[src/rtl/core/smi_pkg.sv]
`default_nettype none
// ----------------------------------------------------------------------------
// smi_pkg: shared types and constants of the servo motion interpolator
// Angle format, command codes, channel store entry, controller states,
// the controller/datapath command and status groups, and the pulse mapping.
// ----------------------------------------------------------------------------
package smi_pkg;

   localparam int SMI_CHANNELS_DEF = 16;
   localparam int SMI_FRAC_BITS    = 6;
   localparam int SMI_AW           = 14;   // angle width, 180 degrees fits
   localparam int SMI_TW           = 32;   // time and duration width
   localparam int SMI_QW           = 14;   // interpolation quotient width
   localparam int SMI_MAX_RESULTS  = 16;
   localparam int SMI_CNT_W        = 5;

   localparam logic [SMI_AW-1:0] SMI_FULL_ANGLE = SMI_AW'(180 << SMI_FRAC_BITS);

   typedef enum logic [1:0] {
      OP_SET_CAL = 2'd0,
      OP_SET_RAW = 2'd1,
      OP_MOVE    = 2'd2,
      OP_TICK    = 2'd3
   } op_type;

   typedef enum logic [2:0] {
      ST_IDLE,
      ST_APPLY,
      ST_SCAN,
      ST_EVAL,
      ST_DIV,
      ST_TWRITE
   } state_type;

   typedef struct packed {
      logic [SMI_AW-1:0] cur;
      logic [SMI_AW-1:0] start;
      logic [SMI_AW-1:0] tgt;
      logic [SMI_TW-1:0] t0;
      logic [SMI_TW-1:0] dur;
   } entry_type;

   typedef struct packed {
      logic capture;   // latch the request and read its channel
      logic apply;     // write a set or move request, report it unless a timed move
      logic scan_rd;   // read the channel under the scan index
      logic eval;      // compare elapsed time, form the product
      logic div_step;  // one quotient bit
      logic twrite;    // write back the ticked channel, report it
      logic last;      // final report of this tick
   } ctl_type;

   typedef struct packed {
      logic idx_moving;
      logic more_moving;
      logic tick_done;
   } sts_type;

   // Off count: 102 + (whole degrees * 410) / 180, done as deg*41/18 with a
   // reciprocal multiply that is exact for degrees up to 180.
   function automatic logic [9:0] pulse_of(input logic [SMI_AW-1:0] ang);
      logic [7:0]  deg;
      logic [13:0] x;
      logic [25:0] y;
      deg = 8'(ang >> SMI_FRAC_BITS);
      x   = 14'(deg) * 14'd41;
      y   = 26'(x) * 26'd3641;
      return 10'd102 + 10'(y >> 16);
   endfunction

endpackage
`default_nettype wire

[src/rtl/core/smi_ctrl.sv]
`default_nettype none
// ----------------------------------------------------------------------------
// smi_ctrl: request sequencer
// Decodes each request, walks the channels on a tick and paces the divider.
// ----------------------------------------------------------------------------
module smi_ctrl import smi_pkg::*; #(
   parameter int CHANNELS = SMI_CHANNELS_DEF,
   parameter int IW       = 4
) (
   input  wire logic          clock,
   input  wire logic          reset,
   input  wire logic          start,
   input  wire logic [1:0]    req_op,
   input  wire logic [3:0]    req_channel,
   input  wire sts_type       sts,
   output logic               busy,
   output ctl_type            ctl,
   output logic [IW-1:0]      idx
);

   localparam logic [IW-1:0] LAST_IDX = IW'(CHANNELS - 1);

   state_type            state_ff, state_in;
   logic [IW-1:0]        idx_ff, idx_in;
   logic [SMI_CNT_W-1:0] cnt_ff, cnt_in;
   logic [3:0]           step_ff, step_in;
   logic                 ch_ok;

   assign ch_ok = ({3'b000, req_channel} < 7'(CHANNELS));
   assign idx   = idx_ff;
   assign busy  = (state_ff != ST_IDLE);

   always_ff @(posedge clock) begin
      if (reset) begin
         state_ff <= ST_IDLE;
         idx_ff   <= '0;
         cnt_ff   <= '0;
         step_ff  <= '0;
      end else begin
         state_ff <= state_in;
         idx_ff   <= idx_in;
         cnt_ff   <= cnt_in;
         step_ff  <= step_in;
      end
   end

   always_comb begin
      state_in = state_ff;
      idx_in   = idx_ff;
      cnt_in   = cnt_ff;
      step_in  = step_ff;
      ctl      = '0;
      unique case (state_ff)
         ST_IDLE: begin
            if (start) begin
               ctl.capture = 1'b1;
               idx_in      = '0;
               cnt_in      = '0;
               if (op_type'(req_op) == OP_TICK) begin
                  state_in = ST_SCAN;
               end else if (ch_ok) begin
                  state_in = ST_APPLY;
               end
            end
         end
         ST_APPLY: begin
            ctl.apply = 1'b1;
            state_in  = ST_IDLE;
         end
         ST_SCAN: begin
            if (sts.idx_moving) begin
               ctl.scan_rd = 1'b1;
               state_in    = ST_EVAL;
            end else if (idx_ff == LAST_IDX) begin
               state_in = ST_IDLE;
            end else begin
               idx_in = idx_ff + 1'b1;
            end
         end
         ST_EVAL: begin
            ctl.eval = 1'b1;
            step_in  = '0;
            state_in = sts.tick_done ? ST_TWRITE : ST_DIV;
         end
         ST_DIV: begin
            ctl.div_step = 1'b1;
            step_in      = step_ff + 1'b1;
            if (step_ff == 4'(SMI_QW - 1)) begin
               state_in = ST_TWRITE;
            end
         end
         ST_TWRITE: begin
            ctl.twrite = 1'b1;
            ctl.last   = (cnt_ff == SMI_CNT_W'(SMI_MAX_RESULTS - 1)) || !sts.more_moving;
            cnt_in     = cnt_ff + 1'b1;
            if (ctl.last || idx_ff == LAST_IDX) begin
               state_in = ST_IDLE;
            end else begin
               idx_in   = idx_ff + 1'b1;
               state_in = ST_SCAN;
            end
         end
         default: state_in = ST_IDLE;
      endcase
   end

`ifndef ASSERT_OFF
   a_div_exit: assert property (@(posedge clock) disable iff (reset)
      state_ff == ST_DIV |=> state_ff == ST_DIV || state_ff == ST_TWRITE)
      else $error("divider left early");
   a_cnt_bound: assert property (@(posedge clock) disable iff (reset)
      cnt_ff <= SMI_CNT_W'(SMI_MAX_RESULTS))
      else $error("report count overran");
   a_div_len: assert property (@(posedge clock) disable iff (reset)
      state_ff == ST_DIV |-> step_ff < 4'(SMI_QW))
      else $error("divider step overran");
`endif

endmodule
`default_nettype wire

[src/rtl/core/smi_datapath.sv]
`default_nettype none
// ----------------------------------------------------------------------------
// smi_datapath: channel store, calibration, interpolation and reports
// Holds the channel memory, moving flags, a bit-serial divider and the
// report register.
// ----------------------------------------------------------------------------
module smi_datapath import smi_pkg::*; #(
   parameter int CHANNELS = SMI_CHANNELS_DEF,
   parameter int IW       = 4
) (
   input  wire logic                clock,
   input  wire logic                reset,
   input  wire ctl_type             ctl,
   input  wire logic [IW-1:0]       idx,
   input  wire logic [1:0]          req_op,
   input  wire logic [3:0]          req_channel,
   input  wire logic signed [15:0]  req_angle,
   input  wire logic [31:0]         req_duration_ms,
   input  wire logic signed [14:0]  req_offset,
   input  wire logic                req_mirror,
   input  wire logic [13:0]         req_limit_low,
   input  wire logic [13:0]         req_limit_high,
   input  wire logic [31:0]         req_now_ms,
   output sts_type                  sts,
   output logic                     rsp_valid,
   output logic [3:0]               rsp_out_channel,
   output logic [9:0]               rsp_pulse,
   output logic [13:0]              rsp_out_angle,
   output logic                     rsp_last
);

   entry_type         mem [CHANNELS];
   logic [CHANNELS-1:0] valid_ff, moving_ff;
   entry_type         rd_ff;
   logic              rd_valid_ff;
   entry_type         ent, wr_data;
   logic              wr_en;
   logic [IW-1:0]     wr_addr, rd_addr;

   op_type            op_ff;
   logic [3:0]        ch_ff;
   logic [SMI_AW-1:0] ang_ff, ang_in;
   logic [SMI_TW-1:0] dur_ff, now_ff;

   logic [SMI_TW-1:0] el;
   logic              neg;
   logic [SMI_AW-1:0] mag, new_cur;
   logic [SMI_TW+SMI_QW-1:0] prod;
   logic [SMI_TW-1:0] rem_ff;
   logic [SMI_QW-1:0] qs_ff;
   logic              neg_ff, done_ff;
   logic [SMI_TW:0]   trial;
   logic              qbit;

   logic              rv_ff, rl_ff;
   logic [3:0]        rc_ff;
   logic [9:0]        rp_ff;
   logic [SMI_AW-1:0] ra_ff;
   logic              emit;
   logic [SMI_AW-1:0] emit_ang;
   logic [3:0]        emit_ch;

   function automatic logic [SMI_AW-1:0] sat_full(input logic signed [17:0] a);
      if (a < 18'sd0) return '0;
      if (a > $signed(18'(SMI_FULL_ANGLE))) return SMI_FULL_ANGLE;
      return SMI_AW'(a);
   endfunction

   // Angle of a set or move request, calibrated or raw.
   always_comb begin
      logic signed [17:0] a;
      logic signed [17:0] lo, hi;
      a  = 18'(req_angle) + 18'(req_offset);
      lo = $signed({4'b0000, req_limit_low});
      hi = $signed({4'b0000, req_limit_high});
      if (req_mirror) a = $signed(18'(SMI_FULL_ANGLE)) - a;
      if (a < lo) a = lo;
      else if (a > hi) a = hi;
      if (op_type'(req_op) == OP_SET_RAW) ang_in = sat_full(18'(req_angle));
      else ang_in = sat_full(a);
   end

   always_ff @(posedge clock) begin
      if (ctl.capture) begin
         op_ff  <= op_type'(req_op);
         ch_ff  <= req_channel;
         ang_ff <= ang_in;
         dur_ff <= req_duration_ms;
         now_ff <= req_now_ms;
      end
   end

   // Channel memory, registered read.
   assign rd_addr = ctl.capture ? IW'(req_channel) : idx;
   assign ent     = rd_valid_ff ? rd_ff : '0;

   always_ff @(posedge clock) begin
      if (ctl.capture || ctl.scan_rd) begin
         rd_ff       <= mem[rd_addr];
      end
      if (wr_en) begin
         mem[wr_addr] <= wr_data;
      end
   end

   always_ff @(posedge clock) begin
      if (reset) begin
         valid_ff    <= '0;
         moving_ff   <= '0;
         rd_valid_ff <= 1'b0;
      end else begin
         if (ctl.capture || ctl.scan_rd) rd_valid_ff <= valid_ff[rd_addr];
         if (wr_en) valid_ff[wr_addr] <= 1'b1;
         if (ctl.apply) moving_ff[wr_addr] <= (op_ff == OP_MOVE) && (dur_ff != '0);
         if (ctl.twrite) moving_ff[wr_addr] <= !done_ff;
      end
   end

   // Tick evaluation and divider.
   assign el    = now_ff - ent.t0;
   assign neg   = ent.tgt < ent.start;
   assign mag   = neg ? ent.start - ent.tgt : ent.tgt - ent.start;
   assign prod  = (SMI_TW+SMI_QW)'(mag) * (SMI_TW+SMI_QW)'(el);
   assign trial = {rem_ff, qs_ff[SMI_QW-1]};
   assign qbit  = trial >= {1'b0, ent.dur};

   always_ff @(posedge clock) begin
      if (ctl.eval) begin
         done_ff <= el >= ent.dur;
         neg_ff  <= neg;
         rem_ff  <= prod[SMI_TW+SMI_QW-1:SMI_QW];
         qs_ff   <= prod[SMI_QW-1:0];
      end else if (ctl.div_step) begin
         rem_ff <= qbit ? SMI_TW'(trial - {1'b0, ent.dur}) : trial[SMI_TW-1:0];
         qs_ff  <= {qs_ff[SMI_QW-2:0], qbit};
      end
   end

   assign new_cur = done_ff ? ent.tgt
                  : (neg_ff ? ent.start - qs_ff : ent.start + qs_ff);

   // Write-back and report selection.
   always_comb begin
      wr_en    = ctl.apply || ctl.twrite;
      wr_addr  = ctl.apply ? IW'(ch_ff) : idx;
      wr_data  = ent;
      emit     = 1'b0;
      emit_ang = new_cur;
      emit_ch  = 4'(idx);
      if (ctl.apply) begin
         emit_ang = ang_ff;
         emit_ch  = ch_ff;
         wr_data.tgt = ang_ff;
         if (op_ff == OP_MOVE) begin
            wr_data.start = ent.cur;
            wr_data.t0    = now_ff;
            wr_data.dur   = dur_ff;
            if (dur_ff == '0) wr_data.cur = ang_ff;
            emit = (dur_ff == '0);
         end else begin
            wr_data.cur = ang_ff;
            emit        = 1'b1;
         end
      end else if (ctl.twrite) begin
         wr_data.cur = new_cur;
         emit        = 1'b1;
      end
   end

   always_comb begin
      sts.idx_moving  = moving_ff[idx];
      sts.tick_done   = el >= ent.dur;
      sts.more_moving = 1'b0;
      for (int j = 0; j < CHANNELS; j++) begin
         if (moving_ff[j] && (j > int'(idx))) sts.more_moving = 1'b1;
      end
   end

   always_ff @(posedge clock) begin
      if (reset) begin
         rv_ff <= 1'b0;
      end else begin
         rv_ff <= emit;
      end
      if (emit) begin
         rc_ff <= emit_ch;
         rp_ff <= pulse_of(emit_ang);
         ra_ff <= emit_ang;
         rl_ff <= ctl.apply ? 1'b1 : ctl.last;
      end
   end

   assign rsp_valid       = rv_ff;
   assign rsp_out_channel = rc_ff;
   assign rsp_pulse       = rp_ff;
   assign rsp_out_angle   = ra_ff;
   assign rsp_last        = rl_ff;

`ifndef ASSERT_OFF
   a_rsp_cause: assert property (@(posedge clock) disable iff (reset)
      rsp_valid |-> $past(ctl.apply || ctl.twrite))
      else $error("report without a write");
   a_moving_hold: assert property (@(posedge clock) disable iff (reset)
      !$past(reset) && !$past(ctl.apply || ctl.twrite) |-> $stable(moving_ff))
      else $error("moving flags changed without a write");
   a_angle_range: assert property (@(posedge clock) disable iff (reset)
      rsp_valid |-> rsp_out_angle <= SMI_FULL_ANGLE)
      else $error("reported angle out of range");
`endif

endmodule
`default_nettype wire

[src/rtl/core/servo_motion_interpolator.sv]
`default_nettype none
// ----------------------------------------------------------------------------
// servo_motion_interpolator: multi-channel servo linear motion interpolator
// Keeps a set of servo channels and turns set, move and tick requests into
// per-channel pulse width reports.
// ----------------------------------------------------------------------------
// Usage:
// A request is taken at a rising edge with start high and busy low. Set
// requests place a channel at a calibrated or raw angle; a move request
// latches the present angle and starts a linear motion to the target; a tick
// request advances every moving channel in ascending order.
// Each report appears on the rsp_ ports for one cycle with rsp_valid high;
// rsp_last marks the final report of a request. The receiver cannot stall.
// A set, or a move with zero duration, holds busy for the apply state; its
// report sits on the rsp_ ports in the cycle after, the first with busy low
// again. A move with a duration reports nothing and likewise holds busy.
// A tick spends the scan state on each idle channel; scan, evaluate and
// write-back on each channel that reaches its target; and scan, evaluate,
// the divide steps and write-back on each channel still under way, since
// the quotient of the interpolation comes one bit per cycle from a shared
// divider. At most sixteen channels report per tick.
// Reset clears all channels to angle zero and stops all motion; it needs
// no clearing pass, valid flags mark channels never written.
// ----------------------------------------------------------------------------
module servo_motion_interpolator import smi_pkg::*; #(
   parameter int CHANNELS = SMI_CHANNELS_DEF
) (
   input  wire logic               clock,
   input  wire logic               reset,
   input  wire logic               start,
   output logic                    busy,
   input  wire logic [1:0]         req_op,
   input  wire logic [3:0]         req_channel,
   input  wire logic signed [15:0] req_angle,
   input  wire logic [31:0]        req_duration_ms,
   input  wire logic signed [14:0] req_offset,
   input  wire logic               req_mirror,
   input  wire logic [13:0]        req_limit_low,
   input  wire logic [13:0]        req_limit_high,
   input  wire logic [31:0]        req_now_ms,
   output logic                    rsp_valid,
   output logic [3:0]              rsp_out_channel,
   output logic [9:0]              rsp_pulse,
   output logic [13:0]             rsp_out_angle,
   output logic                    rsp_last
);

   // Index width of the channel store.
   localparam int IW = (CHANNELS > 1) ? $clog2(CHANNELS) : 1;

   ctl_type       ctl;
   sts_type       sts;
   logic [IW-1:0] idx;

   // The sequencer decides what happens in each cycle.
   smi_ctrl #(
      .CHANNELS (CHANNELS),
      .IW       (IW)
   ) u_ctrl (
      .clock       (clock),
      .reset       (reset),
      .start       (start),
      .req_op      (req_op),
      .req_channel (req_channel),
      .sts         (sts),
      .busy        (busy),
      .ctl         (ctl),
      .idx         (idx)
   );

   // The datapath holds the channels and produces the reports.
   smi_datapath #(
      .CHANNELS (CHANNELS),
      .IW       (IW)
   ) u_datapath (
      .clock           (clock),
      .reset           (reset),
      .ctl             (ctl),
      .idx             (idx),
      .req_op          (req_op),
      .req_channel     (req_channel),
      .req_angle       (req_angle),
      .req_duration_ms (req_duration_ms),
      .req_offset      (req_offset),
      .req_mirror      (req_mirror),
      .req_limit_low   (req_limit_low),
      .req_limit_high  (req_limit_high),
      .req_now_ms      (req_now_ms),
      .sts             (sts),
      .rsp_valid       (rsp_valid),
      .rsp_out_channel (rsp_out_channel),
      .rsp_pulse       (rsp_pulse),
      .rsp_out_angle   (rsp_out_angle),
      .rsp_last        (rsp_last)
   );

endmodule
`default_nettype wire
[config.mk]
export PLATFORM = sky130hd
export DESIGN_NAME = servo_motion_interpolator
export DESIGN_NICKNAME = d
export VERILOG_FILES = /design/src/rtl/core/smi_pkg.sv /design/src/rtl/core/smi_ctrl.sv /design/src/rtl/core/smi_datapath.sv /design/src/rtl/core/servo_motion_interpolator.sv
export SDC_FILE = /design/constraint.sdc
export NUM_CORES = 2
export LEC_CHECK = 0
export BUFFER_PORTS_ARGS = -buffer_cell sky130_fd_sc_hd__buf_2
export CAP_MARGIN = 25
export CORE_MARGIN = 4
export CORE_UTILIZATION = 55
export DETAILED_ROUTE_END_ITERATION = 6
export HOLD_SLACK_MARGIN = 0.06
export PLACE_DENSITY = 0.85
export SLEW_MARGIN = 40
export SYNTH_ARGS = -nofsm -noshare
export SYNTH_HDL_FRONTEND = slang
export SYNTH_SLANG_ARGS = --single-unit
[constraint.sdc]
create_clock -name clock -period 10.7 [get_ports clock]
set_clock_uncertainty 0.1 [all_clocks]
set_input_delay 0 -clock clock [delete_from_list [all_inputs] [get_ports clock]]
set_output_delay 0 -clock clock [all_outputs]
set_load 0.1 [all_outputs]
# [Yosys cells after proc, flatten, opt, wreduce, memory -nomap -nowiden]
# Memory sizes are Yosys's and may differ from the RTL's. A register that Yosys moved wholly into a read port is not among the register bits.
# Cells that the tools add are included.
[totals] mem_count=1 out_inout_bits=31 regBits=211 mem_bits_rw=1696
[classes] eq_ne=17 order_cmp=28 mul=3 n_bitwise=1 muxes=96 n_reduce_logical=34 n_addsub=12
[mem_list] memory="u_datapath.mem" depth=16 word_bits=106 read_ports=1 rd_ports_with_merged_regs=1 wr=1 line="smi_datapath.sv:32" source="entry_type mem [CHANNELS];"
[ops] op="$mux 14" n=20
[ops] op="$mux 106" n=1
[ops] op="$mux 32" n=3
[ops] op="$mux 92" n=1
[ops] op="$mux 64" n=1
[ops] op="$sub 32x32->32" n=2
[ops] op="$mux 18" n=3
[ops] op="$mux 16" n=3
[ops] op="$mul 14x32->46" n=1
[ops] op="$sub 14x14->14" n=3
[ops] op="$mux 1" n=41
[ops] op="$ge 33x32->1" n=1
[ops] op="$bwmux 16" n=2
[ops] op="$ge 32x32->1" n=1
[ops] op="$gt 4x4->1 const A" n=8
[ops] op="$logic_not 32->1" n=1
[ops] op="$reduce_bool 32->1" n=1
[ops] op="$mul 14x12->26 const B" n=1
[ops] op="$mux 4" n=6
[ops] op="$gt 18x15->1" n=1
[ops] op="$gt 18x15->1 const B" n=1
[ops] op="$lt 18x1->1 const B" n=1
[ops] op="$lt 18x15->1" n=1
[ops] op="$sub 15x18->18 const A" n=1
[ops] op="43 further kinds" n=86

# [Logic depth before layout (Yosys ltp)]
[depth] ltp_word=23 mapped_depth=51

# [Modules after synthesis]
# From an unflattened synthesis, not the netlist that was laid out.
[hier_totals] hier_cells=7024 area_unflattened_um2=102283.1
[modules_own_cells] mod="smi_datapath" area_each_um2=101292.1 cells_per_inst=6912 n_inst=1
[modules_own_cells] mod="smi_ctrl" area_each_um2=991.0 cells_per_inst=112 n_inst=1

# [Worst setup path before layout]
# OpenSTA, ideal clock, no wires.
[synth_timing] kind="register -> register" startpoint="register u_datapath.rd_valid_ff" endpoint="register u_datapath.rp_ff[9] (netlist: u_datapath.rsp_pulse[9]) (data pin)" slack_ns=-0.582 setup_time_ns=0.260 t_required_ns=10.340 path_buffers=3 synth_period_minus_slack_ns=11.282 path_stages_with_launch=52 arrival_ns=10.922 path_cell_list="dfxtp_1 -> clkbuf_1 -> buf_1 -> buf_1 -> nand2_1 -> inv_1 -> ha_1 -> nor2b_1 -> o21ai_0 -> a21boi_0 -> o21ai_0 -> a21boi_0 -> o21ai_0 -> a21boi_0 -> o21ai_0 -> a21boi_0 -> o21ai_0 -> a21boi_0 -> (+16 left out) -> inv_1 -> fa_1 -> inv_1 -> fa_1 -> inv_1 -> ha_1 -> o21a_1 -> o21ai_0 -> o21ai_0 -> a2111oi_0 -> nor3b_1 -> or2_2 -> ha_1 -> nor3b_1 -> nor3_1 -> nor4_1 -> xnor2_1 -> xnor2_1"
[synth_via] elab_chain_len=8 word_cells_on_any_way=9 classes_between="add/sub: 3; mul: 2; mux: 4"
[synth_lines] item="from (decl)" line="smi_datapath.sv:35" source="logic rd_valid_ff;"
[synth_lines] item="from (signal assigned)" line="smi_datapath.sv:112" source="if (ctl.capture || ctl.scan_rd) rd_valid_ff <= valid_ff[rd_addr];"
[synth_lines] item="$mux 106 *" line="smi_datapath.sv:95" source="assign ent = rd_valid_ff ? rd_ff : '0;"
[synth_lines] item="$add 14x14->14 or $sub 14x14->14 (tied branches)" line="smi_datapath.sv:140" source=": (neg_ff ? ent.start - qs_ff : ent.start + qs_ff);"
[synth_lines] item="$mux 14" line="smi_datapath.sv:140"
[synth_lines] item="$mux 14 *" line="smi_datapath.sv:139" source="assign new_cur = done_ff ? ent.tgt"
[synth_lines] item="$mux 14 *" line="smi_datapath.sv:150" source="if (ctl.apply) begin"
[synth_lines] item="net u_datapath.emit_ang[11]" line="smi_datapath.sv:60" source="logic [SMI_AW-1:0] emit_ang;"
[synth_lines] item="$mul 8x6->14 *" line="smi_pkg.sv:66" source="x = 14'(deg) * 14'd41;"
[synth_lines] item="$mul 14x12->26 *" line="smi_pkg.sv:67" source="y = 26'(x) * 26'd3641;"
[synth_lines] item="$add 7x10->10 *" line="smi_pkg.sv:68" source="return 10'd102 + 10'(y >> 16);"
[synth_lines] item="to (signal assigned)" line="smi_datapath.sv:187" source="rp_ff <= pulse_of(emit_ang);"
[synth_lines] item="to (decl)" line="smi_datapath.sv:57" source="logic [9:0] rp_ff;"
# The timed path passes the listed nets; every way through them passes the cells marked *.
# A chain may end at the register's enable or synchronous reset.

# [Worst setup path in the final report]
[layout_timing] startpoint="register u_datapath.qs_ff[1]" endpoint="register u_datapath.rp_ff[9] (netlist: u_datapath.rsp_pulse[9]) (data pin)"
[layout_via] elab_chain_len=7 word_cells_on_any_way=8 classes_between="add/sub: 3; mul: 2; mux: 3"
[layout_lines] item="from (decl)" line="smi_datapath.sv:50" source="logic [SMI_QW-1:0] qs_ff;"
[layout_lines] item="from (signal assigned)" line="smi_datapath.sv:132" source="qs_ff <= prod[SMI_QW-1:0];"
[layout_lines] item="from (signal assigned)" line="smi_datapath.sv:135" source="qs_ff <= {qs_ff[SMI_QW-2:0], qbit};"
[layout_lines] item="$add 14x14->14 or $sub 14x14->14 (tied branches)" line="smi_datapath.sv:140"
[layout_lines] item="$mux 14 *" line="smi_datapath.sv:140"
[layout_lines] item="$mux 14 *" line="smi_datapath.sv:139"
[layout_lines] item="$mux 14 *" line="smi_datapath.sv:150"
[layout_lines] item="net u_datapath.emit_ang[12]" line="smi_datapath.sv:60"
[layout_lines] item="$mul 8x6->14 *" line="smi_pkg.sv:66"
[layout_lines] item="$mul 14x12->26 *" line="smi_pkg.sv:67"
[layout_lines] item="$add 7x10->10 *" line="smi_pkg.sv:68"
# Marked as above.

==> results.py <==
metrics = {
    "detailed_routing": {
        "antenna_left": 0,
        "drt-initial-drc-count": 11783,
        "post_drt_wl_per_cell_um": 24.96,
        "viasPerCell": 6.357,
        "totalWireLength_um": 305800,
        "drc": 18,
        "vias": 77884,
        "firstDrtPassIters": 7,
    },
    "final_layout": {
        "final_cell_area_um2": 119600,
        "final_cells": 12252,
        "layout_commonest_cell": "nand2_1",
        "layout-drive-gt1-share_pct": 11.37,
        "synthToLayoutAreaGrowth_pct": 14.92,
        "layout_common_cells": "nand2_1, edfxtp_1, inv_1, nand3_1, fa_1",
        "num-nets-final": 10522,
        "fill_cells": 13046,
    },
    "sta": {
        "rsz0062_at_grt": "true",
        "slew_headroom_pct": 35.18,
        "fmax_ghz": 0.09412,
        "finalHoldViolations": 0,
        "setup_viol": 0,
        "fin_crit_ns": 10.62,
        "slew_violations": 0,
        "min_period_over_period_pct": 99.30,
        "tightest_slew_ns": 0.9723,
    },
    "global_routing": {
        "antenna_found_initial": 15,
        "grt_pass1_wl_um": 457400,
        "grt_overflow": 0,
        "track_usage_pct": 30.22,
        "grt_max_degree": 199,
        "first_global_vias": 77254,
    },
    "placement": {
        "numPortBuffers": 163,
        "dpl-instance-area_um2": 109900,
        "gp_congestion": 0.9685,
        "post-place-cells": 11646,
        "place_hpwl_um": 179300,
    },
    "critical_path": {
        "arrival_ns": 11.15,
        "critical-path-slowest-cell": "fa_1",
        "worst-path-buf-inv": 10,
        "critPathRequiredTime_ns": 11.23,
        "crit_fanout": 3,
        "cp-end-kind": "flop",
        "crit_family": "adder cells",
        "start_kind": "flop",
        "crit_type": "flop to flop",
        "critPathMaxStageDelay_ns": 0.60,
    },
    "cts": {
        "cts_sinks": 2013,
        "cts-root-buf": "clkbuf_16",
        "clk_latency_ns": 0.91,
        "cts-htree-levels": 4,
        "clk_path_buf_depth": 3,
        "clk_pin_slew_ns": 0.07,
        "cts_tree": "built",
        "numCtsBuffers": 195,
    },
    "status": {
        "violations": "design-rule violations",
        "status": "finished, violations left",
    },
    "synth": {
        "post-synth-top-area-cell": "edfxtp_1",
        "yosysSeqAreaShare_pct": 57.60,
        "ys_warn_count": 0,
        "synth_top_cell_area_share_pct": 56.64,
        "synth-xor-area-share_pct": 1.481,
        "synthTopCellsByArea": "edfxtp_1, nand2_1, fa_1, ha_1, a311oi_1",
        "synth_fa_ha_area_share_pct": 12.55,
        "syn-cell-area_um2": 104100,
        "synth_async_sr_flop_share_pct": 0,
        "synth_mux_area_share_pct": 0.5458,
        "synth_fp_nets": 10029,
        "postSynthCellCount": 9093,
        "synth_ff_type": "edfxtp_1",
        "synth_edf_count": 1963,
        "synth_seq_cells": 2013,
        "synth_compound_area_share_pct": 9.006,
        "synth_top_family_by_area": "simple AND/OR/NAND/NOR gates",
        "synth_simple_gate_area_share_pct": 15.04,
        "yosys.cell_types.count": 99,
        "syn_area_per_cell_um2": 11.45,
    },
    "floorplanning": {
        "die_area_um2": 196200,
        "die_x_um": 443,
        "start_util_pct": 55.36,
        "rows": 159,
        "io_pins": 164,
        "fp.dieH_um": 443,
        "core_um2": 188000,
    },
    "worst_hold_path": {
        "hold_path.class": "primary input to flop",
    },
    "job": {
        "drv_cap": 0,
    },
}
==> flip-flops by register name (all words and copies together) (netlist names) <==
register,cells
u_datapath.dur_ff,32
u_datapath.op_ff,2
u_datapath.rsp_out_channel,4
u_datapath.neg_ff,1
u_datapath.rem_ff,32
u_datapath.rsp_last,1
u_datapath.rsp_pulse,10
u_datapath.ch_ff,4
u_datapath.qs_ff,14
u_ctrl.cnt_ff,5
u_datapath.ang_ff,14
u_datapath.moving_ff,16
u_datapath.done_ff,1
u_ctrl.state_ff,3
u_datapath.valid_ff,16
u_datapath.rd_ff,106
u_ctrl.idx,4
u_datapath.rd_valid_ff,1
u_datapath.rsp_out_angle,14
u_datapath.rsp_valid,1
u_datapath.now_ff,32
u_ctrl.step_ff,4
u_datapath.mem,1696
==> synthesized netlist by cell type, types with 17 or more instances <==
master,count
and2_1,25
xnor2_1,117
edfxtp_1,1963
nand3_1,459
nand2b_1,51
mux2i_1,41
xor2_1,59
clkbuf_1,471
a31oi_1,126
nor2_1,368
inv_1,522
o21bai_1,24
and3_1,230
or3_1,17
a21oi_1,313
ha_1,403
fa_1,400
nor2b_1,67
buf_1,26
nand2_1,2286
a311oi_1,324
nor3_1,50
a211oi_1,40
nor4_1,21
dfxtp_1,50
nand4_1,27
o21ai_0,208
o21a_1,31
a21o_1,126
==> cell type report <==
cell class	count	area (um2)	share of cell area (%)
multi-input combinational	6036	41340	34.56
clock buffer	241	5105	4.268
antenna	11	27.53	0.02302
inverter	541	2036	1.702
sequential	2013	59950	50.13
clock inverter	116	1301	1.088
timing repair buffer	799	6721	5.620
tap	2495	3122	2.610
==> per-stage QoR <==
step	hold slack (ns)	TNS, ns	utilization, %	setup slack (ns)
floorplan	-0.001131	0	-	0.009295
global placement	0.07742	-0.8340	58.33	-0.4349
detailed placement	0.07812	-2.060	58.46	-0.6739
CTS	0.08243	0	62.96	0.0001243
global route	0.1965	-1.290	63.62	-0.3237
finish	0.1927	0	63.62	0.07528
==> final timing paths <==
check | start | to | slack, ns | depth (start not counted)
setup / recovery | u_datapath.qs_ff[1] | u_datapath.rsp_pulse[9] | 0.08 | 51
setup reg to reg | u_datapath.qs_ff[1] | u_datapath.rsp_pulse[9] | 0.08 | 51
hold / removal | req_op[0] | u_ctrl.state_ff[1] | 0.19 | 6
hold reg to reg | u_datapath.valid_ff[7] | u_datapath.valid_ff[7] | 0.37 | 2
==> kinds of logic after synthesis <==
group	count (synthesis)
multiplexers	50
AND/OR/NAND/NOR	3646
flip-flops	2013
adder cells (fa/ha/maj)	804
AO/OA/AOI/OAI	1360
XOR/XNOR	176
buffers and inverters	1044
==> worst register-to-register path: cells and delay by family, from the launching register on <==
family	cells	cell delay, ns
adders and majority gates	12	4.61
AOI/OAI and AO/OA	16	2.53
and+or+nand+nor	6	0.88
buffers and inverters	10	0.84
xor gates and xnor gates	5	0.73
muxes	2	0.37
DFF	1	0.35
==> routing by layer <==
metal  track usage, %  routed length, um  vias to the layer above
li1                 -                  -                    33285
met1            39.02             106100                    37558
met2            48.70             144500                     5878
met3            6.259              38050                     1159
met4            15.41              17070                        4
met5                0                 65                        -
==> what timing repair did <==
action	CTS	global route
hold buffers	186	0
cloned	0	1
gates resized for setup	37	127
endpoints found under the setup margin	10	20
pin swaps	19	80
buffers inserted	7	34
endpoints found under the hold margin	157	0
Power is not shown: default switching activity piles up to over one toggle a cycle in this logic, so the estimate is an artifact.
